[src/rtl/core/rtp_log_cell.sv]
// One log2 fraction bit: square the Q31 mantissa and renormalize.
`timescale 1ns / 1ps
module rtp_log_cell #(
  parameter int SW = 1
) (
  input  logic          clk,
  input  logic          en,
  input  logic [31:0]   m_i,
  input  logic [31:0]   frac_i,
  input  logic [SW-1:0] side_i,
  output logic [31:0]   m_o,
  output logic [31:0]   frac_o,
  output logic [SW-1:0] side_o
);

  logic [63:0] sq;
  logic [32:0] t;
  logic [31:0] m_nxt;
  logic [31:0] frac_nxt;
  logic [31:0] m_r;
  logic [31:0] frac_r;
  logic [SW-1:0] side_r;

  always_comb begin
    sq       = 64'(m_i) * 64'(m_i);
    t        = sq[63:31];
    m_nxt    = t[32] ? t[32:1] : t[31:0];
    frac_nxt = {frac_i[30:0], t[32]};
  end

  always_ff @(posedge clk) begin
    if (en) begin
      m_r    <= m_nxt;
      frac_r <= frac_nxt;
      side_r <= side_i;
    end
  end

  assign m_o    = m_r;
  assign frac_o = frac_r;
  assign side_o = side_r;

endmodule

[config.mk]
export PLATFORM = sky130hd
export DESIGN_NAME = rtp_log_cell
export DESIGN_NICKNAME = d
export VERILOG_FILES = /design/src/rtl/core/rtp_log_cell.sv
export SDC_FILE = /design/constraint.sdc
export NUM_CORES = 2
export LEC_CHECK = 0
export ABC_AREA = 1
export BUFFER_PORTS_ARGS = -buffer_cell sky130_fd_sc_hd__buf_2
export CORE_ASPECT_RATIO = 1.2
export CORE_UTILIZATION = 60
export CTS_CLUSTER_DIAMETER = 50
export DETAILED_ROUTE_END_ITERATION = 10
export PLACE_DENSITY = 0.78
export SKIP_LAST_GASP = 1
export SYNTH_ARGS = -nofsm -noshare
export SYNTH_HDL_FRONTEND = slang
export SYNTH_SLANG_ARGS = --single-unit
[constraint.sdc]
create_clock -name clk -period 13.45 [get_ports clk]
set_input_delay 1.345 -clock clk [delete_from_list [all_inputs] [get_ports clk]]
set_output_delay 1.345 -clock clk [all_outputs]
set_load 0.01 [all_outputs]
# --- Word level (Yosys, flattened, before mapping) ---
# Cells that the tools add are included.
word_totals:
  output_inout_bits: 65
  reg_bits: 65
  inputBits: 67
op_classes:
  n_mux: 1
  multipliers: 1
ops:
  columns: ["cell", "count"]
  rows:
  - ["$mul 32x32->64", 1]
  - ["$mux 31", 1]

# --- Logic depth before layout (Yosys ltp) ---
logic_depth:
  word_depth: 2
  depth_mapped: 36

# --- Worst setup path before layout ---
# Ideal clock, no wire load.
synth_timing:
  path_type: "input port to flip-flop"
  from: "in m_i[12]"
  to: "reg m_r[1] (netlist: m_o[1]), data pin"
  stages: 30
  setup_slack_ns: 5.441
  t_arrival_ns: 7.757
  setup_time_ns: 0.252
  t_required_ns: 13.198
  cell_sequence: "clkbuf_1 -> clkbuf_1 -> buf_1 -> nand2_1 -> fa_1 -> inv_1 -> fa_1 -> fa_1 -> inv_1 -> fa_1 -> inv_1 -> fa_1 -> inv_1 -> fa_1 -> inv_1 -> fa_1 -> fa_1 -> ha_1 -> nand2_1 -> nor2_1 -> nand2_1 -> nor2_1 -> nand2_1 -> nand2_1 -> nand2_2 -> nand3_1 -> nand2_4 -> buf_6 -> nand2_1 -> nand2_1"
synth_between:
  elab_chain_cells: 2
synth_lines:
  columns: ["element", "line_no", "source"]
  rows:
  - ["start, declared", "8", "input logic [31:0] m_i,"]
  - ["$mul 32x32->64", "25", "sq = 64'(m_i) * 64'(m_i);"]
  - ["$mux 31", "27", "m_nxt = t[32] ? t[32:1] : t[31:0];"]
  - ["net m_nxt[1]", "18", "logic [31:0] m_nxt;"]
  - ["end signal, assigned", "33", "m_r <= m_nxt;"]
  - ["end, declared", "20", "logic [31:0] m_r;"]
# The timed path passes the listed nets, and every way through them passes these cells.
# A chain may end at the register's enable or synchronous reset.

# --- Final worst setup path ---
layout_timing:
  from: "in m_i[19]"
  to: "reg m_r[30] (netlist: m_o[30]), data pin"
# The elaborated chain is that of the path after synthesis.

==> flow_summary.yaml <==
sta:
  max_slew_margin: 0.3387
  fmax_ghz: 0.1166
  rsz0062_at_grt: "no"
  setup_tns_ns: 0
  holdWs_ns: 1.193
  drv_slew: 0
  max_slew.worst_pin.slew_ns: 0.9919
  setup_viol: 0
  hold_viol: 0
  min_period_over_period: 0.6374
  period_needed_ns: 8.573
die:
  boundaryPins: 132
  core_um2: 55870
  dieHeight_um: 262.3
  fp-row-count: 95
  floorplan.initialDensity: 0.6065
  die_x_um: 218.9
  die_area_um2: 57430
clock_tree:
  root_buffer: "clkbuf_16"
  cts_hold_buf: 0
  cts.repair.resized: 0
  path_clk_slew_ns: 0.05
  clkSinkCount: 65
  post_cts_buffers: 0
  cts_tree: "built"
  cts_max_path_buffers: 2
  numCtsBuffers: 9
  cts_max_level: 3
synth:
  seq_area_frac_synth: 0.05761
  synth_edf_count: 65
  ys_ff_latch: 65
  synth.distinct_cells: 35
  yosys-top-cells-area: "fa_1 47%, inv_1 16%, nand2_1 12%, ha_1 11%, edfxtp_1 5.8%"
  synth_area_per_cell_um2: 8.006
  synth_warnings: 0
  ys.flop_type: "edfxtp_1"
  synthTopCellsByCount: "1,445 x inv_1, 1,115 x nand2_1, 791 x fa_1"
  netlist_area_um2: 33880
  synth_top_area_share: 0.4674
  synthesis.nets: 5390
  yosysTopAreaCell: "fa_1"
  synth_async_sr_flop_share: 0
  syn_inst: 4232
  synth_most_common_cell: "inv_1"
global_route:
  grt_max_degree: 66
  grt_use_total: 0.3010
  grt_overflow: 0
  grt_pass1_vias: 28181
  antenna_found_initial: 1
  grt_pass1_wl_mm: 136.2
worst_setup_path:
  required_ns: 13.53
  max_stage_delay_ns: 0.73
  end_kind: "flop"
  crit_path_top_delay_cell: "buf_2"
  path_class: "in -> reg"
  worstPathArrival_ns: 8.65
  cp_max_fo: 32
  startpoint_type: "input port"
route:
  drt_drc_violations_left: 0
  top_layer_used: "met4"
  drt_iter0_drc: 1436
  drt_pass1_iterations: 5
  wl_met2_mm: 43.47
  ant_nets: 0
  wl_per_cell_um: 16.00
  drt_wl_total_mm: 80.10
  dr_wl_met3_mm: 3.182
  num_vias: 25439
  vias_per_cell: 5.081
  wl_met1_mm: 29.91
status:
  outcome: "completed"
min_path:
  worstHoldStart: "frac_i[6]"
  holdPathEnd: "frac_o[7]"
  hp-class: "in -> reg"
  min_path_cells: 1
placed_design:
  placed_cells: 4990
  dp.final_hpwl_mm: 69.09
  routabilityCongestion: 0.9950
  io_buffers: 130
layout:
  fillCellCount: 4864
  regArea_um2: 1952
  stdcell_count: 5007
  layout-drive-gt1-share: 0.04300
  synthToLayoutAreaGrowth_pct: 4.409
  nets: 5432
  multi_input_area_um2: 26040
flow_run:
  max_cap_viol_count: 0
## placed cells by master, fill, tap and decap left out
cell,count
a21boi_0,2
a21o_1,4
a21oi_1,59
a21oi_2,1
a31o_2,6
a31oi_1,2
and2_1,4
and2_2,1
and3_1,1
buf_2,130
buf_4,10
bufinv_16,2
clkbuf_16,9
clkinv_1,3
clkinv_2,2
clkinvlp_4,1
diode_2,1
edfxtp_1,65
fa_1,791
ha_1,300
inv_1,1445
inv_2,1
nand2_1,1115
nand2_2,9
nand2_4,2
nand3_1,71
nand3b_1,5
nand4_1,18
nor2_1,111
nor2_2,2
nor3_1,6
nor3_2,3
nor4_1,4
o21a_1,1
o21ai_0,17
o21bai_1,22
or2_2,5
xnor2_1,16
xor2_1,33
## layer usage
metal,track usage,vias to the layer above
met5,0,-
met4,0.1181,0
met3,0.02523,209
met2,0.5662,680
met1,0.3491,12652
li1,-,11898
## critical path, delay by kind of cell
family                   cells  cell delay, ns
AND/OR/NAND/NOR             11            1.71
AO/OA/AOI/OAI                1            0.09
buffers and inverters        6            1.02
adder cells (fa/ha/maj)      9            4.45
## cell families after synthesis
group / Yosys count / synth area share
AOI/OAI and AO/OA: 114 / 0.01983
DFF: 65 / 0.05761
adders and majority gates: 1091 / 0.5782
xor gates and xnor gates: 49 / 0.01267
and+or+nand+nor: 1357 / 0.1580
buffers and inverters: 1556 / 0.1737
## stage by stage
step | setup WS [ns] | util | cell area, um2
after detailed placement | 4.604 | 0.6276 | 35060
final | 4.877 | 0.6332 | 35380
after global placement | 4.725 | 0.6276 | 35060
after global routing | 4.551 | 0.6332 | 35380
after CTS | 4.931 | 0.6332 | 35370
after floorplan | 5.441 | - | 33880
## layout make-up
cell class	instances	share of cell area
Timing Repair Buffer	140	0.02051
Clock inverter	7	0.002405
Sequential cell	65	0.05518
Antenna cell	1	0.00007074
Multi-Input combinational cell	2611	0.7362
Inverter	1447	0.1535
Tap cell	727	0.02571
Clock buffer	9	0.006366
## worst max path at each step
stage,from,to,slack (ns),cells after the start
6_report,m_i[19],m_o[30],4.88,27
5_1_grt,m_i[4],m_o[21],4.55,31
4_1_cts,m_i[19],m_o[30],4.93,27
3_5_place_dp,m_i[19],m_o[3],4.60,27
3_3_place_gp,m_i[19],m_o[31],4.73,27
2_1_floorplan,m_i[12],m_o[1],5.44,30
## state kept, by name (all words and copies together), names as in the netlist
register / cells
frac_o: 32
m_o: 32
side_o: 1
Power is left out: the tool's default activity adds up to more than one toggle a clock period on the data nets, which glitch-free logic cannot reach.
