===== config.mk =====
export PLATFORM = sky130hd
export DESIGN_NAME = rtp_div_cell
export DESIGN_NICKNAME = d
export VERILOG_FILES = /design/src/rtl/core/rtp_div_cell.sv
export SDC_FILE = /design/constraint.sdc
export NUM_CORES = 1
export LEC_CHECK = 0
export ABC_AREA = 1
export BUFFER_PORTS_ARGS = -buffer_cell sky130_fd_sc_hd__buf_4
export CORE_MARGIN = 3
export CORE_UTILIZATION = 51
export DETAILED_ROUTE_END_ITERATION = 7
export GPL_TIMING_DRIVEN = 0
export PLACE_DENSITY = 0.94
export SLEW_MARGIN = 20
export SYNTH_ARGS = -nofsm -noshare
export SYNTH_HDL_FRONTEND = slang
export SYNTH_SLANG_ARGS = --single-unit

===== constraint.sdc =====
create_clock -name clk -period 2.4 [get_ports clk]
set_input_delay 0.24 -clock clk [delete_from_list [all_inputs] [get_ports clk]]
set_output_delay 0.24 -clock clk [all_outputs]
set_load 0.05 [all_outputs]

===== src/rtl/core/rtp_div_cell.sv =====
// One restoring division step: shift in a dividend bit, compare, subtract.
`timescale 1ns / 1ps
module rtp_div_cell #(
  parameter int RW = 8,
  parameter int NB = 8,
  parameter int SW = 1
) (
  input  logic          clk,
  input  logic          en,
  input  logic [RW-1:0] rem_i,
  input  logic [RW-1:0] den_i,
  input  logic [NB-1:0] dvd_i,
  input  logic [NB-1:0] quo_i,
  input  logic [SW-1:0] side_i,
  output logic [RW-1:0] rem_o,
  output logic [RW-1:0] den_o,
  output logic [NB-1:0] dvd_o,
  output logic [NB-1:0] quo_o,
  output logic [SW-1:0] side_o
);

  logic [RW:0]   trial;
  logic [RW:0]   diff;
  logic          ge;
  logic [RW-1:0] rem_nxt;
  logic [NB-1:0] dvd_nxt;
  logic [NB-1:0] quo_nxt;
  logic [RW-1:0] rem_r;
  logic [RW-1:0] den_r;
  logic [NB-1:0] dvd_r;
  logic [NB-1:0] quo_r;
  logic [SW-1:0] side_r;

  always_comb begin
    trial   = {rem_i, dvd_i[NB-1]};
    diff    = trial - {1'b0, den_i};
    ge      = trial >= {1'b0, den_i};
    rem_nxt = ge ? diff[RW-1:0] : trial[RW-1:0];
    dvd_nxt = {dvd_i[NB-2:0], 1'b0};
    quo_nxt = {quo_i[NB-2:0], ge};
  end

  always_ff @(posedge clk) begin
    if (en) begin
      rem_r  <= rem_nxt;
      den_r  <= den_i;
      dvd_r  <= dvd_nxt;
      quo_r  <= quo_nxt;
      side_r <= side_i;
    end
  end

  assign rem_o  = rem_r;
  assign den_o  = den_r;
  assign dvd_o  = dvd_r;
  assign quo_o  = quo_r;
  assign side_o = side_r;

endmodule


### Yosys cells after proc, flatten, opt, wreduce, memory -nomap -nowiden

Index checks and enable logic that the tools add are counted.

* multiplexer cells: 1
* magnitude comparators: 1
* add/subtract/negate cells: 1

Operator list (number)
* greater-or-equal comparator 9 x 8 -> 1 bit: 1
* two-way mux 8 bit: 1
* subtractor 8 bit: 1

* register bits: 32
* output and inout bits: 33
* word-level logic and storage cells: 8

### Logic depth before layout (Yosys ltp)

Gate-level depths: netlist (run 1).

* depth after elaboration: 2
* depth in mapped cells: 11
* gate-level depth less buffers: 11

### Worst setup path after synthesis (run 1)

No wires, ideal clock.

* path kind: input to register
* start: in den_i[2]
* end: reg rem_r[7] (netlist: rem_o[7]) (data pin)
* cell stages on the path: 9
* arrival time: 1.279 ns
* path buffers: 0
* required time: 2.148 ns
* slack: 0.869 ns
* cell sequence: inv_1 > ha_1 > or2_4 > nand3_4 > nand2_4 > nand2_8 > nand2_8 > nand2_4 > nand2_2

* longest elaborated chain between the ends: 2
* elaborated cells between the ends (all ways): 3

RTL lines
* start: declaration: line 11 `input logic [RW-1:0] den_i,`
* greater-or-equal comparator 9 x 8 -> 1 bit: line 37 `ge = trial >= {1'b0, den_i};`
* named net ge: line 24 `logic ge;`
* two-way mux 8 bit: line 38 `rem_nxt = ge ? diff[RW-1:0] : trial[RW-1:0];`
* named net rem_nxt[7]: line 25 `logic [RW-1:0] rem_nxt;`
* end signal: assignment: line 45 `rem_r <= rem_nxt;`
* end: declaration: line 28 `logic [RW-1:0] rem_r;`

The timed path passes the listed nets, and every way through them passes these cells.
A chain may end at the register's enable or synchronous reset.

### Worst setup path in the final report (run 1)

* start: in den_i[6]
* end: reg rem_r[3] (netlist: rem_o[3]) (data pin)

Same word-level chain as after synthesis.

==> results of run 1 <==
-- kinds of logic (layout without fill, tap and decap cells) --
group,Yosys count,count (layout)
compound gates,2,2
xor+xnor,3,3
fa+ha+maj,9,9
buf+inv,24,96
flops,32,32
other cells,1,1
simple gates,72,72
-- stage by stage --
step | power (mW) | util [%] | hold slack (ns)
after global placement | 1.20 | 74.7 | 0.418
after global routing | 1.53 | 76.3 | 0.0742
after floorplan | 1.05 | - | 0.339
after CTS | 1.47 | 76.3 | 0.0811
final | 1.46 | 76.3 | 0.0923
after detailed placement | 1.21 | 74.7 | 0.421
-- flip-flops by register name (all words and copies together), names as in the netlist --
register and count:
rem_o 8, dvd_o 7, den_o 8, quo_o 8, side_o 1
-- synthesized netlist by cell type (2+ instances only) --
| cell type | count | area, µm² |
|---|---|---|
| edfxtp_1 | 32 | 961 |
| nand2_1 | 31 | 116 |
| inv_1 | 18 | 67.6 |
| nand3_1 | 14 | 70.1 |
| nand2_2 | 11 | 68.8 |
| ha_1 | 8 | 100 |
| nor2_1 | 4 | 15.0 |
| inv_2 | 3 | 11.3 |
| nor2_4 | 3 | 33.8 |
| a21oi_1 | 2 | 10.0 |
| clkinv_1 | 2 | 7.51 |
| nand2_4 | 2 | 22.5 |
| nand2_8 | 2 | 40.0 |
| nor2_2 | 2 | 12.5 |
| xnor2_1 | 2 | 17.5 |
-- cell usage in the layout (no fill, tap or decap), drive strengths merged, types with 2 or more instances in the layout --
cell type	synthesis	routed
inv	21	21
clkbuf	0	6
a21oi	2	2
ha	8	8
nand2	46	46
nand3	15	15
buf	1	66
nor2	9	9
xnor2	2	2
clkinv	2	3
edfxtp	32	32
-- power by group through the flow --
stage / combinational (mW) / sequential [mW] / clock (mW)
global route: 0.535 / 0.699 / 0.300
floorplan: 0.151 / 0.895 / 0
CTS: 0.506 / 0.694 / 0.274
finish: 0.506 / 0.693 / 0.266
detailed placement: 0.503 / 0.706 / 0
global placement: 0.493 / 0.703 / 0
-- final cells by class --
type                            count  area [µm²]
Buffer                              1        7.51
Clock buffer                        6        41.3
Clock inverter                      1        5.00
Fill cell                         188         687
Inverter                           23        86.3
Multi-Input combinational cell     87         572
Sequential cell                    32         961
Tap cell                           42        52.6
Timing Repair Buffer               65         488
-- path summary, 6_finish.rpt --
| check | startpoint | to | slack, ns | depth (start not counted) |
|---|---|---|---|---|
| worst max-delay path | den_i[6] | rem_o[3]$_DFFE_PP_ | 0.93 | 11 |
| worst min-delay path | dvd_i[4] | dvd_o[5]$_DFFE_PP_ | 0.09 | 1 |
-- per-layer routing --
| layer | global-route usage (%) | vias to the layer above | share of wire, % |
|---|---|---|---|
| met5 | 0 | - | 0 |
| met2 | 30.8 | 78 | 49 |
| met1 | 23.1 | 588 | 40 |
| met4 | 9.09 | 0 | 1.6 |
| met3 | 7.01 | 6 | 10 |
| li1 | - | 607 | - |
==> metrics.csv, run 1 <==
stage,metric,value,unit
setup_path,crit_arrival,1.56,ns
pwr,power_per_cell_area,662,mW/mm²
flow_run,drv_cap,0,
pwr,power_switching,0.513,mW
die,initial_core_util,56.1,%
die,die_h,62.5,µm
yosys,avgSynthCellArea,11.4,µm²
yosys,synth_warnings,0,
finish,layout-drive-gt1-share,45.1,%
setup_path,startpoint_type,input port,
cts,cts_buffer_depth,2,
grt,overflow,0,
detailed_routing,drt-initial-drc-count,65,
yosys,synth-simple-area-share,25.3,%
yosys,synth.yosys.seq_area_share,59.1,%
place,gp_congestion,0.823,
pwr,swShare,35.0,%
yosys,ys.flop_type,edfxtp_1,
cts,cts_tree,yes,
timing,fin_setup_tns,0,ns
detailed_routing,drc_errors,0,
place,dpl_cell_area,0.00217,mm²
yosys,synth_nets,187,
yosys,async_flop_share,0,%
detailed_routing,via_per_inst,4.98,
timing,finalSetupViolCount,0,
pwr,pwr-share-comb,34.5,%
cts,cts_resized,0,
grt,grt_antenna_before_repair,0,
cts,cts_made_buffers,5,
setup_path,slowest_stage,ha_1,
finish,diodes,0,
timing,fmax,680,MHz
grt,grt_usage,19.3,%
cts,postCtsSetupRepairBufs,0,
yosys,synth_xor_area_share,1.62,%
pwr,p_clk_share,18.1,%
yosys,synthCells,143,
place,hpwl,2690,µm
yosys,ys_ff_latch,32,
setup_path,cpMostUsedCell,nand2_1,
place,post-place-ws,0.603,ns
timing,hold_viol,0,
setup_path,cp_max_fo,9,
timing,rsz0062_at_grt,false,
grt,grt_max_degree,33,
cts,cts_max_level,2,
setup_path,crit_buf_inv,2,
yosys,synth_top_family_by_area,simple AND/OR/NAND/NOR gates,
die,core_area,0.00290,mm²
yosys,synth_compound_area_share,0.615,%
detailed_routing,post_drt_wl_per_cell,14.0,µm
yosys,synthAdderAreaFrac,7.38,%
finish,fin_nets,259,
setup_path,crit_path_cell_trace,"buf_4, inv_1, ha_1, nand2_1, nand2_1, nand2_1, nand2_2, nor2_4, nand2_8, nand2_2, nand2_1",
setup_path,cpPeakStageDelay,0.32,ns
yosys,synth.area.mux_share,0,%
detailed_routing,postRouteAntennaNets,0,
outcome,status,"finished, final reports clean",
finish,stdcell_area,0.00221,mm²
finish,finalNonFillerCells,257,
cts,clock-sinks,32,
yosys,synth.distinct_cells,22,
cts,clkTransAtPathRegs,0.09,ns
pwr,p_seq_share,47.3,%
detailed_routing,wirelength,3600,µm
detailed_routing,vias,1279,
die,die-area,0.00390,mm²
yosys,synth_edf_count,32,
pwr,vdd_drop_max,0.000297,V
die,std_cell_rows,19,
finish,area_growth,36.1,%
yosys,syn_area,0.00163,mm²
setup_path,crit_type,in2reg,
setup_path,required,2.49,ns
cts,root_buffer,clkbuf_4,
timing,layout_setup_ws,0.928,ns
cts,postCtsHoldBufs,0,
setup_path,endpoint_kind,flip-flop,
pwr,p_leak,1.05,nW
timing,fin_crit,1.47,ns
die,die_w,62.5,µm
place,io_buffers,65,
setup_path,cpLargestDelayFamily,simple AND/OR/NAND/NOR gates,
timing,timing.final.crit_share,61.3,%
detailed_routing,drt-pass1-iter-count,4,
grt,grt_pass1_wl,5730,µm
worst_hold_path,holdCritPathClass,in2reg,
pwr,p_int,0.952,mW
grt,grt_pass1_vias,1205,
timing,finalMaxSlewViolations,0,
place,placed_cells,250,
die,ioPinCount,68,
Power figures use the tool's default switching activity.
==> run 2: changes to the inputs <==
--- a/config.mk
+++ b/config.mk
@@ -8,10 +8,10 @@
 export ABC_AREA = 1
 export BUFFER_PORTS_ARGS = -buffer_cell sky130_fd_sc_hd__buf_4
 export CORE_MARGIN = 3
-export CORE_UTILIZATION = 51
+export CORE_UTILIZATION = 43
 export DETAILED_ROUTE_END_ITERATION = 7
 export GPL_TIMING_DRIVEN = 0
-export PLACE_DENSITY = 0.94
+export PLACE_DENSITY = 0.86
 export SLEW_MARGIN = 20
 export SYNTH_ARGS = -nofsm -noshare
 export SYNTH_HDL_FRONTEND = slang
==> constraint.sdc (replaced) <==
create_clock -name clk -period 1.3 [get_ports clk]
set_input_delay 0.13 -clock clk [delete_from_list [all_inputs] [get_ports clk]]
set_output_delay 0.13 -clock clk [all_outputs]
set_load 0.05 [all_outputs]
==> metrics.csv, run 2 (synthesized netlist as in run 1, its figures left out) <==
stage,metric,value,unit
detailed_routing,drt-pass1-iter-count,4,
detailed_routing,postRouteAntennaNets,0,
place,dpl_cell_area,0.00230,mm²
place,gp_congestion,0.810,
die,core_area,0.00349,mm²
timing,finalSetupViolCount,0,
finish,layout-drive-gt1-share,55.4,%
die,die_w,67.5,µm
setup_path,crit_path_cell_trace,"buf_4, ha_4, inv_4, nor2_4, nand2_4, nor2_4, nand2_8, buf_12, nand3_1, nand2_1",
grt,grt_pass1_vias,1171,
finish,final_cell_mix,"69 x buf_4, 32 x edfxtp_1, 29 x nand2_1",
cts,clock-sinks,32,
worst_hold_path,hold_depth,1,
grt,grt_max_degree,33,
detailed_routing,via_per_inst,4.79,
finish,seq_area,961,µm²
flow_run,drv_cap,0,
timing,fin_crit,1.27,ns
finish,diodes,0,
worst_hold_path,hold_path_end,dvd_o[6]$_DFFE_PP_,
die,die-area,0.00456,mm²
cts,clkTransAtPathRegs,0.06,ns
setup_path,required,1.34,ns
grt,overflow,0,
place,placed_cells,254,
cts,cts_made_buffers,5,
setup_path,slowest_stage,ha_4,
finish,stdcell_area,0.00249,mm²
detailed_routing,drt-initial-drc-count,50,
setup_path,cpLargestDelayFamily,simple AND/OR/NAND/NOR gates,
setup_path,crit_buf_inv,3,
die,ioPinCount,68,
place,post-place-ws,-0.328,ns
cts,cts_buffer_depth,2,
timing,timing.hold.ws,0.0239,ns
setup_path,startpoint_type,input port,
detailed_routing,wirelength,3600,µm
timing,layout_setup_ws,0.0327,ns
worst_hold_path,holdCritPathClass,in2reg,
timing,timing.final.crit_share,97.5,%
place,io_buffers,65,
pwr,p_leak,1.11,nW
finish,multiInputGateArea,706,µm²
cts,root_buffer,clkbuf_8,
detailed_routing,post_drt_wl_per_cell,13.4,µm
setup_path,cpPeakStageDelay,0.28,ns
setup_path,crit_arrival,1.31,ns
detailed_routing,vias,1283,
die,std_cell_rows,21,
finish,area_growth,53.1,%
die,die_h,67.5,µm
finish,final_common_cell,buf_4,
die,initial_core_util,46.5,%
cts,cts_max_level,2,
setup_path,endpoint_kind,flip-flop,
pwr,power_per_cell_area,1300,mW/mm²
setup_path,crit_type,in2reg,
cts,cts_tree,yes,
worst_hold_path,worstHoldStart,dvd_i[5],
grt,grt_usage,16.0,%
grt,grt_antenna_before_repair,0,
detailed_routing,drc_errors,0,
finish,finalNonFillerCells,268,
place,hpwl,2670,µm
timing,fin_setup_tns,0,ns
grt,grt_pass1_wl,5240,µm
finish,fin_nets,265,
timing,hold_viol,0,
pwr,power,3.23,mW
finish,post-route-util,71.2,%
finish,nFillCells,272,
timing,finalMaxSlewViolations,0,
setup_path,cpMostUsedCell,nor2_4,
timing,fmax,789,MHz
setup_path,cp_max_fo,8,
outcome,status,"finished, final reports clean",
pwr,vdd_drop_max,0.000626,V
-- run 2: worst max-delay path by stage --
| stage | startpoint | endpoint | cells after the start |
|---|---|---|---|
| after floorplan | den_i[2] | rem_o[0]$_DFFE_PP_ | 10 |
| after global placement | den_i[2] | rem_o[2]$_DFFE_PP_ | 11 |
| after detailed placement | den_i[2] | rem_o[3]$_DFFE_PP_ | 11 |
| after CTS | den_i[2] | rem_o[3]$_DFFE_PP_ | 10 |
| after global routing | den_i[6] | rem_o[4]$_DFFE_PP_ | 11 |
| final | rem_i[5] | rem_o[2]$_DFFE_PP_ | 10 |
-- run 2: final cells by class --
| class | instances | area share [%] |
|---|---|---|
| multi-input combinational | 88 | 28.3 |
| buffer | 1 | 0.302 |
| clock buffer | 6 | 2.91 |
| clock inverter | 2 | 1.41 |
| inverter | 23 | 4.37 |
| sequential | 32 | 38.6 |
| timing repair buffer | 70 | 21.8 |
| tap | 46 | 2.31 |
-- run 2: where the power goes --
group	total [mW]	switching [mW]	leakage [nW]	internal, mW
registers	1.28	0.0253	0.313	1.25
clock network	0.921	0.353	0.0552	0.568
logic	1.03	0.663	0.746	0.363
total	3.23	1.04	1.11	2.19
-- run 2: timing repair --
action | 4_1_cts | 5_1_grt
endpoints found under the setup margin | 8 | 7
pin swaps | 1 | 10
hold buffers | 0 | 0
gates cloned | 0 | 1
buffers inserted | 2 | 3
resized for setup | 0 | 5
-- run 2: metal layers --
layer	part of all wire (%)	routed length (µm)	vias up	global-route usage, %
met5	0	0	-	0
met4	2.8	99	0	10.9
met3	7.1	256	8	3.16
met2	52	1880	49	26.6
met1	38	1360	599	18.5
li1	-	-	627	-
