===== config.mk =====
export PLATFORM = sky130hd
export DESIGN_NAME = rtp_norm_cell
export DESIGN_NICKNAME = d
export VERILOG_FILES = /design/src/rtl/core/rtp_norm_cell.sv
export SDC_FILE = /design/constraint.sdc
export NUM_CORES = 1
export LEC_CHECK = 0
export BUFFER_PORTS_ARGS = -buffer_cell sky130_fd_sc_hd__buf_2
export CAP_MARGIN = 5
export CORE_MARGIN = 3
export CORE_UTILIZATION = 45
export DETAILED_ROUTE_END_ITERATION = 12
export PLACE_DENSITY = 0.89
export SETUP_SLACK_MARGIN = 0.15
export SLEW_MARGIN = 20
export SYNTH_ARGS = -nofsm -noshare
export SYNTH_HDL_FRONTEND = slang
export SYNTH_SLANG_ARGS = --single-unit

===== constraint.sdc =====
create_clock -name clk -period 1.7 [get_ports clk]
set_clock_uncertainty 0.2 [all_clocks]
set_input_delay 0.17 -clock clk [delete_from_list [all_inputs] [get_ports clk]]
set_output_delay 0.17 -clock clk [all_outputs]
set_load 0.005 [all_outputs]

===== src/rtl/core/rtp_norm_cell.sv =====
// One leading-one normalization step: shift left by SH if the top SH bits are zero.
`timescale 1ns / 1ps
module rtp_norm_cell #(
  parameter int SH = 1,
  parameter int SW = 1
) (
  input  logic          clk,
  input  logic          en,
  input  logic [63:0]   a_i,
  input  logic [5:0]    z_i,
  input  logic [SW-1:0] side_i,
  output logic [63:0]   a_o,
  output logic [5:0]    z_o,
  output logic [SW-1:0] side_o
);

  logic        zero;
  logic [63:0] a_nxt;
  logic [5:0]  z_nxt;
  logic [63:0] a_r;
  logic [5:0]  z_r;
  logic [SW-1:0] side_r;

  always_comb begin
    zero  = a_i[63 -: SH] == '0;
    a_nxt = zero ? (a_i << SH) : a_i;
    z_nxt = zero ? (z_i + 6'(SH)) : z_i;
  end

  always_ff @(posedge clk) begin
    if (en) begin
      a_r    <= a_nxt;
      z_r    <= z_nxt;
      side_r <= side_i;
    end
  end

  assign a_o    = a_r;
  assign z_o    = z_r;
  assign side_o = side_r;

endmodule


==> Word level (Yosys, flattened, before mapping) <==
Index checks and enable logic that the tools add are counted.
W data, S select, Z words.
{ "classes": {"add_sub_neg": 1, "n_mux": 2} }
{ "op_table": {"columns": ["cell", "count"], "rows": [
  ["$mux W63", 1],
  ["$add A6 B1 Y6 const B", 1],
  ["$mux W6", 1]
]} }
{ "totals": {"reg_bits": 71, "in_bits": 73, "output_inout_bits": 71, "wordCells": 8} }

==> Longest topological paths before layout <==
Gate-level depths: netlist of the first run.
{ "logic_depth": {"depth_word": 2, "ltp_mapped": 5, "mapped_depth_nobuf": 3} }

==> Worst setup path before layout of the first run <==
OpenSTA, ideal clock, no wires.
{ "synth_timing": {"path_kind": "input port to flip-flop", "startpoint": "in a_i[63]", "endpoint": "reg a_r[56], in the netlist a_o[56], data pin", "arrival_time_ps": 820, "required_time_ps": 1240, "setup_slack_ps": 420, "cell_stages": 4, "path_cell_list": "buf_6 buf_6 buf_6 mux2_2"} }
{ "synth_via": {"elab_chain_len": 1} }
{ "synth_rtl": {"columns": ["element", "line", "text"], "rows": [
  ["start: declaration", "9", "input logic [63:0] a_i,"],
  ["$mux W63", "26", "a_nxt = zero ? (a_i << SH) : a_i;"],
  ["net a_nxt[56]", "18", "logic [63:0] a_nxt;"],
  ["end signal: assignment", "32", "a_r <= a_nxt;"],
  ["end: declaration", "20", "logic [63:0] a_r;"]
]} }
The timed path passes the listed nets, and every way through them passes these cells.
A chain may end at the register's enable or synchronous reset.

==> Worst setup path in the final report of the first run <==
{ "layout_timing": {"startpoint": "in z_i[2]", "endpoint": "reg z_r[5], in the netlist z_o[5], data pin"} }
{ "layout_via": {"elab_chain_len": 2} }
{ "layout_rtl": {"columns": ["element", "line", "text"], "rows": [
  ["start: declaration", "10", "input logic [5:0] z_i,"],
  ["$add A6 B1 Y6", "27", "z_nxt = zero ? (z_i + 6'(SH)) : z_i;"],
  ["$mux W6", "27", null],
  ["net z_nxt[5]", "19", "logic [5:0] z_nxt;"],
  ["end signal: assignment", "33", "z_r <= z_nxt;"],
  ["end: declaration", "21", "logic [5:0] z_r;"]
]} }
The timed path passes the listed nets, and every way through them passes these cells.

==> metrics, run 1 <==
CP arrival=1.15 ns; Starting DRT DRC Count=69; Seq cells post-synth=71; CTS buffer count=9; busiest layer in global routing=met2; Detailed Routing Iterations Pass 1=2; die area=7720 um^2; endpoints failing hold=0; worst path bufs/invs=2; I/O Pins=144; antenna violations before repair=0; met2 GRT Util=0.366; Max Slew Vio Count=0; register area share after synthesis=0.706; largest net degree at the start of global routing=36; GRT overflow=0; CP required=1.58 ns; Layout fillers=~410; CTS tree=done; post-synthesis compound-gate area fraction=0; final instance area=roughly 4700 um^2; DP HPWL=4460 um; area post-placement=3850 um^2; global-route wire length before repair=between 10,000 and 15,000 um; hold-fix buffers at CTS=slightly below 70; Yosys cell types=14; Die Wd=87.9 um; Setup violations, final=0; vias in the first global route=2,352; Max Cap Viol=0; Pleak=0.00197 uW; drt wl/cell=16.6 um; syn_nets=between 200 and 250; met1 Resource Use GR=0.207; count leader, synth=edfxtp_1; diodes inserted=0; crit path cell chain=dlygate4sd3_1, buf_2, nand4b_4, nor2_2, xor2_1; Routed Antenna Nets=0; Slowest cell on crit path=dlygate4sd3_1; Hold Crit Class=input port to flip-flop; Layout Cells excl Fill=454; Hold Path Origin=z_i[1]; cell count after placement=around 370; CTS Buffer Depth=2; aggregate global-route resource usage=0.199; CP Launch Type=input port; Post-CTS Setup Inserts=0; I/O Buffers=143; Tot Pwr=just over 4000 uW; VDD IR max=0.857 mV; critical path's largest stage delay=0.52 ns; fmax=782 MHz; H-tree levels=3; vias per cell=4.82; Die Y=87.9 um; Hold Path Stages=2; Syn Area/Cell=19.5 um^2; met3 usage=0.0630; ys async rst share=0; FP Rows=29; Sink Count=between 70 and 80; final period utilization=0.752; ys flop type=edfxtp_1; Simple-Gate Fraction of Synth Area=0.0203; max_slew headroom=0.800; gpl congestion=0.727; layout cells sized above 1=0.599; post-cts resize count=0; status=finished, final reports clean; Worst Tran Pin Value=0.300 ns; Post-Synth Adder-Cell Area=0.00415; area leader, netlist=edfxtp_1; kind of end point of the critical path=flip-flop; number of synthesized flops with an enable pin=71; clock slew at reported path FFs=0.07 ns; Layout area overhead=56.0%; area of the core=6420 um^2; commonest cells in the synthesized netlist=edfxtp_1 (71), mux2_2 (63), buf_2 (5); DRC Markers=0; crit-path leading delay family=buffers and inverters; multiplexer area fraction after synthesis=0.235; DRT Wirelength=7520 um; DR vias=2,188; CP Class=input port to flip-flop; post-synthesis instance total=155; xor/xnor share of the synthesized area=0.0145; Core Util, Final=0.733; fin crit period=between 1 and 1.5 ns; area share of the largest cell type after synthesis=0.706; RSZ-0062 raised after global routing=false; Initial Util=0.470; YS warnings=0; nets=447; clk root buf=clkbuf_8; CP Max Fanout=3; hold worst-path end=z_o[1]; main combinational cell family by area after synthesis=multiplexers; PwrDens=859 nW/um^2; synth top area cells=edfxtp_1 (71%), mux2_2 (24%), xnor2_1 (1.2%), buf_6 (1.1%), buf_2 (0.83%); TNS Setup=0 ns; mapped cell area=3020 um^2
area by class of cell:
class | count | area [um^2] | share of cell area
Multi-Input combinational cell | 76 | 827 | 0.176
Sequential cell | 71 | 2130 | 0.453
Clock buffer | 9 | 124 | 0.0263
Clock inverter | 6 | 52.6 | 0.0112
Tap cell | 77 | 96.3 | 0.0205
Timing Repair Buffer | 215 | 1480 | 0.314
power by group:
part	switching, uW	leakage [uW]	internal (uW)
registers	41.6	0.000695	2110
logic	256	0.00118	393
clock network	589	0.0000937	652
total	887	0.00197	3160
stage by stage:
stage,setup slack (ns),hold slack [ns]
floorplan,0.420,0.0689
global placement,0.357,0.154
detailed placement,0.331,0.157
CTS,0.435,0.00263
global route,0.413,0.00599
finish,0.422,0.0167
logic make-up after synthesis:
kind of cell | Yosys count
adder cells (fa/ha/maj) | 1
multiplexers | 63
AND/OR/NAND/NOR | 7
flip-flops | 71
XOR/XNOR | 5
buffers and inverters | 8
sequential cells by signal (all words and copies together) (netlist names):
register and flops:
a_o 64, z_o 6, side_o 1
routing by layer:
metal | vias to the layer above | part of all wire
met5 | - | 0
li1 | 1042 | -
met2 | 96 | 0.56
met4 | 0 | 0.018
met3 | 14 | 0.077
met1 | 1036 | 0.35
placed cells by master, fill, tap and decap left out:
master / count
dlygate4sd3_1: 68
clkbuf_8: 9
nor2_2: 1
edfxtp_1: 71
nand2b_1: 1
ha_1: 1
clkinv_2: 3
nand4b_1: 1
mux2_2: 63
xor2_1: 1
nand4b_4: 1
clkinv_1: 2
buf_2: 143
xnor2_1: 4
nand2_1: 1
bufinv_16: 1
buf_12: 4
and2_1: 1
or2_2: 1
worst max-delay path by stage:
stage | startpoint | slack (ns) | end | depth (start not counted)
after floorplan | a_i[63] | 0.42 | a_o[56] | 4
after global placement | a_i[63] | 0.36 | a_o[55] | 3
after detailed placement | a_i[63] | 0.33 | a_o[24] | 3
after CTS | z_i[2] | 0.43 | z_o[5] | 5
after global routing | a_o[24] | 0.41 | a_o[24] | 1
final | z_i[2] | 0.42 | z_o[5] | 5
(Power assumes the default switching activity.)
==> run 2, diff against run 1 <==
- clock period: 1.7 -> 1.3 ns (I/O delays scaled with it)
==> run 2 against run 1 <==
Net effect:
- final cell count is 0.44% lower
- the run now ends with negative hold slack left
- clock-buffer cell count rose by 1
- highest routed layer unchanged
- sequential power is 31% higher
- critical path depth fell by 4
- non-clock buffer count decreased by 3
- worst setup slack lost 0.35 ns
==> metrics, run 2 (synthesized netlist as in run 1, its figures left out) <==
Setup crit start=a_o[34]; critical path's largest stage delay=0.40 ns (-0.12 ns); vias in the first global route=2,317 (-1.5%); gpl congestion=0.755 (+4.0%); global-route wire length before repair=11,100 um (-2.9%); Layout fillers=376 (-7.6%); diodes inserted=0 (unchanged); most frequent cells in the layout=buf_2 (143), edfxtp_1 (71), mux2_2 (41), dlygate4sd3_1 (34), dlymetal6s4s_1 (29); DP HPWL=4530 um (+1.4%); PwrDens=1300 nW/um^2 (+51%); nets=444 (-0.67%); largest net degree at the start of global routing=41 (+14%); CP Max Fanout=1 (-2); CTS tree=done; final period utilization=0.943; kind of end point of the critical path=primary output; vias per cell=4.88 (+1.4%); crit path cell chain=buf_2; pre-CTS setup slack=-0.0349 ns (-0.365 ns); CTS buffer count=9 (unchanged); Die Y=87.9 um (unchanged); Slowest cell on crit path=edfxtp_1; Core Util, Final=0.773 (+0.0399); DRC Markers=0 (unchanged); clk root buf=clkbuf_8; RSZ-0062 raised after global routing=true; Layout Cells excl Fill=452 (-0.44%); failing checks=negative hold slack; Routed Antenna Nets=0 (unchanged); layout cells sized above 1=0.616 (+0.0165); Max Cap Viol=0 (unchanged); antenna violations before repair=0 (unchanged); number of flip-flops in the largest register=64 (unchanged); status=finished with violations; DRT Wirelength=7910 um (+5.2%); Layout area overhead=64.5%; I/O Pins=144 (unchanged); worst path bufs/invs=1 (-1); area of the core=6420 um^2 (unchanged); die area=7720 um^2 (unchanged); drt wl/cell=17.5 um (+5.7%); I/O Buffers=143 (unchanged); crit-path leading delay family=flip-flops; Detailed Routing Iterations Pass 1=4 (+2); endpoints failing hold=9 (+9); most common cell after layout, fill and taps aside=buf_2; H-tree levels=3 (unchanged); Setup violations, final=0 (unchanged); clock slew at reported path FFs=0.07 ns (about the same); fin crit period=1.23 ns; CP Launch Type=flip-flop; VDD IR max=0.850 mV (-0.77%); Initial Util=0.470 (unchanged); aggregate global-route resource usage=0.194 (-0.00470); fmax=about 820 MHz; CP arrival=0.90 ns (-0.25 ns); Worst Tran Pin Value=0.225 ns (-0.0745 ns); Hold WS=-0.0841 ns (-0.101 ns); Hold Crit Class=input port to flip-flop; Pleak=0.00237 uW (+20%); max_slew headroom=0.850 (+0.0497); DR vias=2,208 (+0.91%); Hold Path Origin=a_i[57]; Starting DRT DRC Count=64 (-7.2%); CTS Buffer Depth=2 (unchanged); fin worst setup slack=0.0743 ns (-0.347 ns); cell count after placement=373 (+0.54%); CP required=0.97 ns (-0.61 ns); Die Wd=87.9 um (unchanged); CP Class=flip-flop to primary output; Max Slew Vio Count=0 (unchanged); Post-CTS Setup Inserts=0 (unchanged); Sink Count=71 (unchanged); FP Rows=29 (unchanged); GRT overflow=0 (unchanged)
-- run 2: changes by cell type in the layout (fill, tap and decap cells not counted), sizes merged --
cell	before	now
clkinv	5	0
dlygate4sd3	68	34
dlymetal6s4s	0	29
buf	147	149
bufinv	1	6
clkbuf	9	10
-- run 2: metrics by stage --
stage	area, um^2	setup TNS (ns)	total power, uW	hold slack, ns
after detailed placement	3890	-0.828	3570	0.119
after global placement	3890	-0.347	3540	0.114
final	4960	0	6430	-0.0841
after CTS	4820	0	6380	-0.0987
after global routing	4960	0	6640	-0.0884
after floorplan	3050	0	3140	0.0289
-- run 2: worst paths after layout --
path / slack [ns] / cells past startpoint / to
max: 0.07 / 1 / a_o[34]
min: -0.08 / 2 / a_o[57]
-- run 2: layer usage --
metal | part of all wire | global-route usage | vias to the layer above
met2 | 0.55 | 0.345 | 107
met3 | 0.077 | 0.0649 | 15
met1 | 0.35 | 0.201 | 1048
met5 | 0 | 0 | -
met4 | 0.021 | 0.105 | 0
li1 | - | - | 1038
-- run 2: area by class of cell --
class / count / area [um^2] / area share
timing repair buffer: 212 / 1510 / 0.305
sequential: 71 / 2130 / 0.429
multi-input combinational: 76 / 915 / 0.184
clock buffer: 10 / 128 / 0.0257
tap: 77 / 96.3 / 0.0194
clock inverter: 6 / 180 / 0.0363
-- run 2: timing repair --
action,4_1_cts,5_1_grt
pin swaps,0,0
gates resized for setup,0,46
hold buffers,62,3
hold endpoints to repair,69,13
endpoints found under the setup margin,71,116
-- run 2: report_power, final --
part / internal [uW] / switching, uW / leakage [uW]
clock network: 1860 / 840 / 0.000151
logic: 558 / 355 / 0.00152
registers: 2760 / 54.7 / 0.000695
total: 5180 / 1250 / 0.00237
==> run 3, diff against run 2 <==
- ABC_AREA: unset -> 1
- CORE_MARGIN: 3 -> 4
==> run 3 against run 2 <==
Net effect:
- the run now ends clean
- flip-flop and latch count unchanged
- power fell by 14%
- clock-buffer cell count shrank 1
- largest cell class unchanged
- critical path depth stayed put
- die area increased by 6.7%
- utilization down 3.3 points
- final area decreased by 3.2%
==> metrics, run 3 <==
Starting DRT DRC Count=166 (+160%); Initial Util=0.475 (+0.00515); DRT Wirelength=8450 um (+6.9%); critical path's largest stage delay=0.40 ns (about the same); DP HPWL=5350 um (+18%); Layout Cells excl Fill=599 (+33%); nets=592 (+33%); Hold Path Stages=3 (+1); worst path bufs/invs=1 (unchanged); die area=8250 um^2 (+6.7%); Post-Synth Adder-Cell Area=0.00406 (-0.0000908); area of the core=6490 um^2 (+1.1%); Layout area overhead=55.8%; VDD IR max=0.915 mV (+7.6%); most common cell after layout, fill and taps aside=nand2_1; CTS Buffer Depth=2 (unchanged); most frequent cells in the layout=nand2_1 (192), buf_2 (143), edfxtp_1 (71), dlygate4sd3_1 (70), clkbuf_8 (9); Die Y=90.8 um (+3.3%); diodes inserted=0 (unchanged); Sink Count=71 (unchanged); final period utilization=0.928 (-0.0147); CP Launch Type=flip-flop; hold worst-path end=z_o[4]; Max Slew Vio Count=0 (unchanged); DRC Markers=0 (unchanged); multiplexer area fraction after synthesis=0 (-0.235); FP Rows=29 (unchanged); number of flip-flops in the largest register=64 (unchanged); synth top area cells=edfxtp_1 (69%), nand2_1 (23%), buf_4 (1.7%), buf_6 (1.5%), inv_1 (0.97%); fin crit period=1.21 ns (-0.0192 ns); CTS tree=done; number of synthesized flops with an enable pin=71 (unchanged); largest net degree at the start of global routing=39 (-4.9%); Setup violations, final=0 (unchanged); Post-CTS Setup Inserts=0 (unchanged); fmax=829 MHz (+1.6%); YS warnings=0 (unchanged); Max Cap Viol=0 (unchanged); ys async rst share=0 (unchanged); Syn Area/Cell=10.3 um^2 (-47%); status=finished, final reports clean; clock slew at reported path FFs=0.07 ns (about the same); CTS buffer count=9 (unchanged); post-synthesis compound-gate area fraction=0.00324 (+0.00324); count leader, synth=nand2_1; post-synthesis instance total=300 (+94%); Hold Crit Class=input port to flip-flop; register area share after synthesis=0.691 (-0.0155); Routed Antenna Nets=0 (unchanged); post-cts resize count=0 (unchanged); GRT overflow=0 (unchanged); Slowest cell on crit path=edfxtp_1; PwrDens=1150 nW/um^2 (-12%); xor/xnor share of the synthesized area=0.00852 (-0.00599); Seq cells post-synth=71 (unchanged); I/O Pins=144 (unchanged); Worst Tran Pin Value=0.234 ns (+0.00872 ns); crit path cell chain=buf_2; TNS Setup=0 ns (unchanged); CP arrival=0.88 ns (-0.02 ns); Die Wd=90.8 um (+3.3%); gpl congestion=0.748 (-0.94%); area leader, netlist=edfxtp_1; antenna violations before repair=0 (unchanged); max_slew headroom=0.844 (-0.00582); kind of end point of the critical path=primary output; Pleak=0.00236 uW (-0.54%); Yosys cell types=15 (+1); aggregate global-route resource usage=0.207 (+0.0127); ys flop type=edfxtp_1; clk root buf=clkbuf_8; H-tree levels=3 (unchanged); syn_nets=374 (+63%); Hold Path Origin=z_i[2]; commonest cells in the synthesized netlist=nand2_1 (192), edfxtp_1 (71), inv_1 (8); Detailed Routing Iterations Pass 1=5 (+1); CP required=0.97 ns (about the same); Simple-Gate Fraction of Synth Area=0.246 (+0.225); crit-path leading delay family=flip-flops; I/O Buffers=143 (unchanged); CP Max Fanout=1 (unchanged); layout cells sized above 1=0.316 (-0.300); CP Class=flip-flop to primary output; drt wl/cell=14.1 um (-19%); area share of the largest cell type after synthesis=0.691 (-0.0155); endpoints failing hold=0 (-9); mapped cell area=3090 um^2 (+2.2%); global-route wire length before repair=13,300 um (+20%); DR vias=2,846 (+29%); RSZ-0062 raised after global routing=true; cell count after placement=514 (+38%); main combinational cell family by area after synthesis=simple AND/OR/NAND/NOR gates; vias per cell=4.75 (-2.7%); vias in the first global route=2,908 (+26%)
## run 3: cell types whose count changed after synthesis, moves of 2 or more
cell | previous run | this run
mux2_2 | 63 | 0
inv_1 | 0 | 8
buf_2 | 5 | 3
nand2_1 | 1 | 192
o21ai_0 | 0 | 2
nor2_1 | 0 | 4
xnor2_1 | 4 | 1
buf_4 | 0 | 7
nand3_1 | 0 | 2
## run 3: what timing repair did
action	in CTS	in global routing
pin swaps	0	1
hold endpoints to repair	71	2
hold buffers	70	1
setup endpoints to repair	70	73
## run 3: logic make-up after synthesis
family | Yosys count
DFF | 71
and+or+nand+nor | 200
buffers and inverters | 23
xor gates and xnor gates | 3
AOI/OAI and AO/OA | 2
adders and majority gates | 1
## run 3: per-stage QoR
stage | setup slack (ns) | util | hold WS, ns | instance area (um^2) | power (uW)
after CTS | 0.0851 | 0.740 | 0.00518 | 4810 | 5540
after global placement | 0.0628 | 0.602 | 0.110 | 3910 | 3530
after floorplan | 0.286 | - | 0.0289 | 3090 | 3120
final | 0.0934 | 0.740 | 0.0185 | 4810 | 5510
after detailed placement | 0.000113 | 0.602 | 0.109 | 3910 | 3570
after global routing | 0.0429 | 0.740 | 0.0276 | 4810 | 5730
## run 3: cell type report
| class | instances | area, um^2 |
|---|---|---|
| clock buffers | 9 | 124 |
| clock inverters | 6 | 76.3 |
| fillers | 440 | 1690 |
| inverters | 9 | 33.8 |
| multi-input cells | 206 | 807 |
| flip-flops and latches | 71 | 2130 |
| well taps | 77 | 96.3 |
| repair buffers | 221 | 1540 |
## run 3: worst max path at each step
stage               startpoint  endpoint  slack [ns]  cells after the start
global placement       a_i[63]    z_o[5]        0.06                      7
finish                 a_o[20]   a_o[20]        0.09                      1
detailed placement     a_i[63]    z_o[5]      0.0001                      7
global route           a_o[20]   a_o[20]        0.04                      1
CTS                     a_o[3]    a_o[3]        0.09                      1
floorplan               z_i[0]    z_o[2]        0.29                      4
## run 3: power by group
group          internal, uW  switching (uW)  total [uW]
logic                   457             417         874
registers              2760            54.5        2820
clock network          1050             770        1820
total                  4270            1240        5510
## run 3: routing by layer
| layer | up-vias | share of wire | track usage | wire length, um |
|---|---|---|---|---|
| met2 | 131 | 0.53 | 0.385 | 4510 |
| met1 | 1283 | 0.36 | 0.203 | 3020 |
| met5 | - | 0 | 0 | 0 |
| met4 | 0 | 0.042 | 0.126 | 357 |
| met3 | 31 | 0.066 | 0.0525 | 558 |
| li1 | 1401 | - | - | - |
## run 3: tightest hold or removal path, cell delays in order
cell	delay (ns)
buf_2	0.11
nand4_1	0.09
xnor2_1	0.11
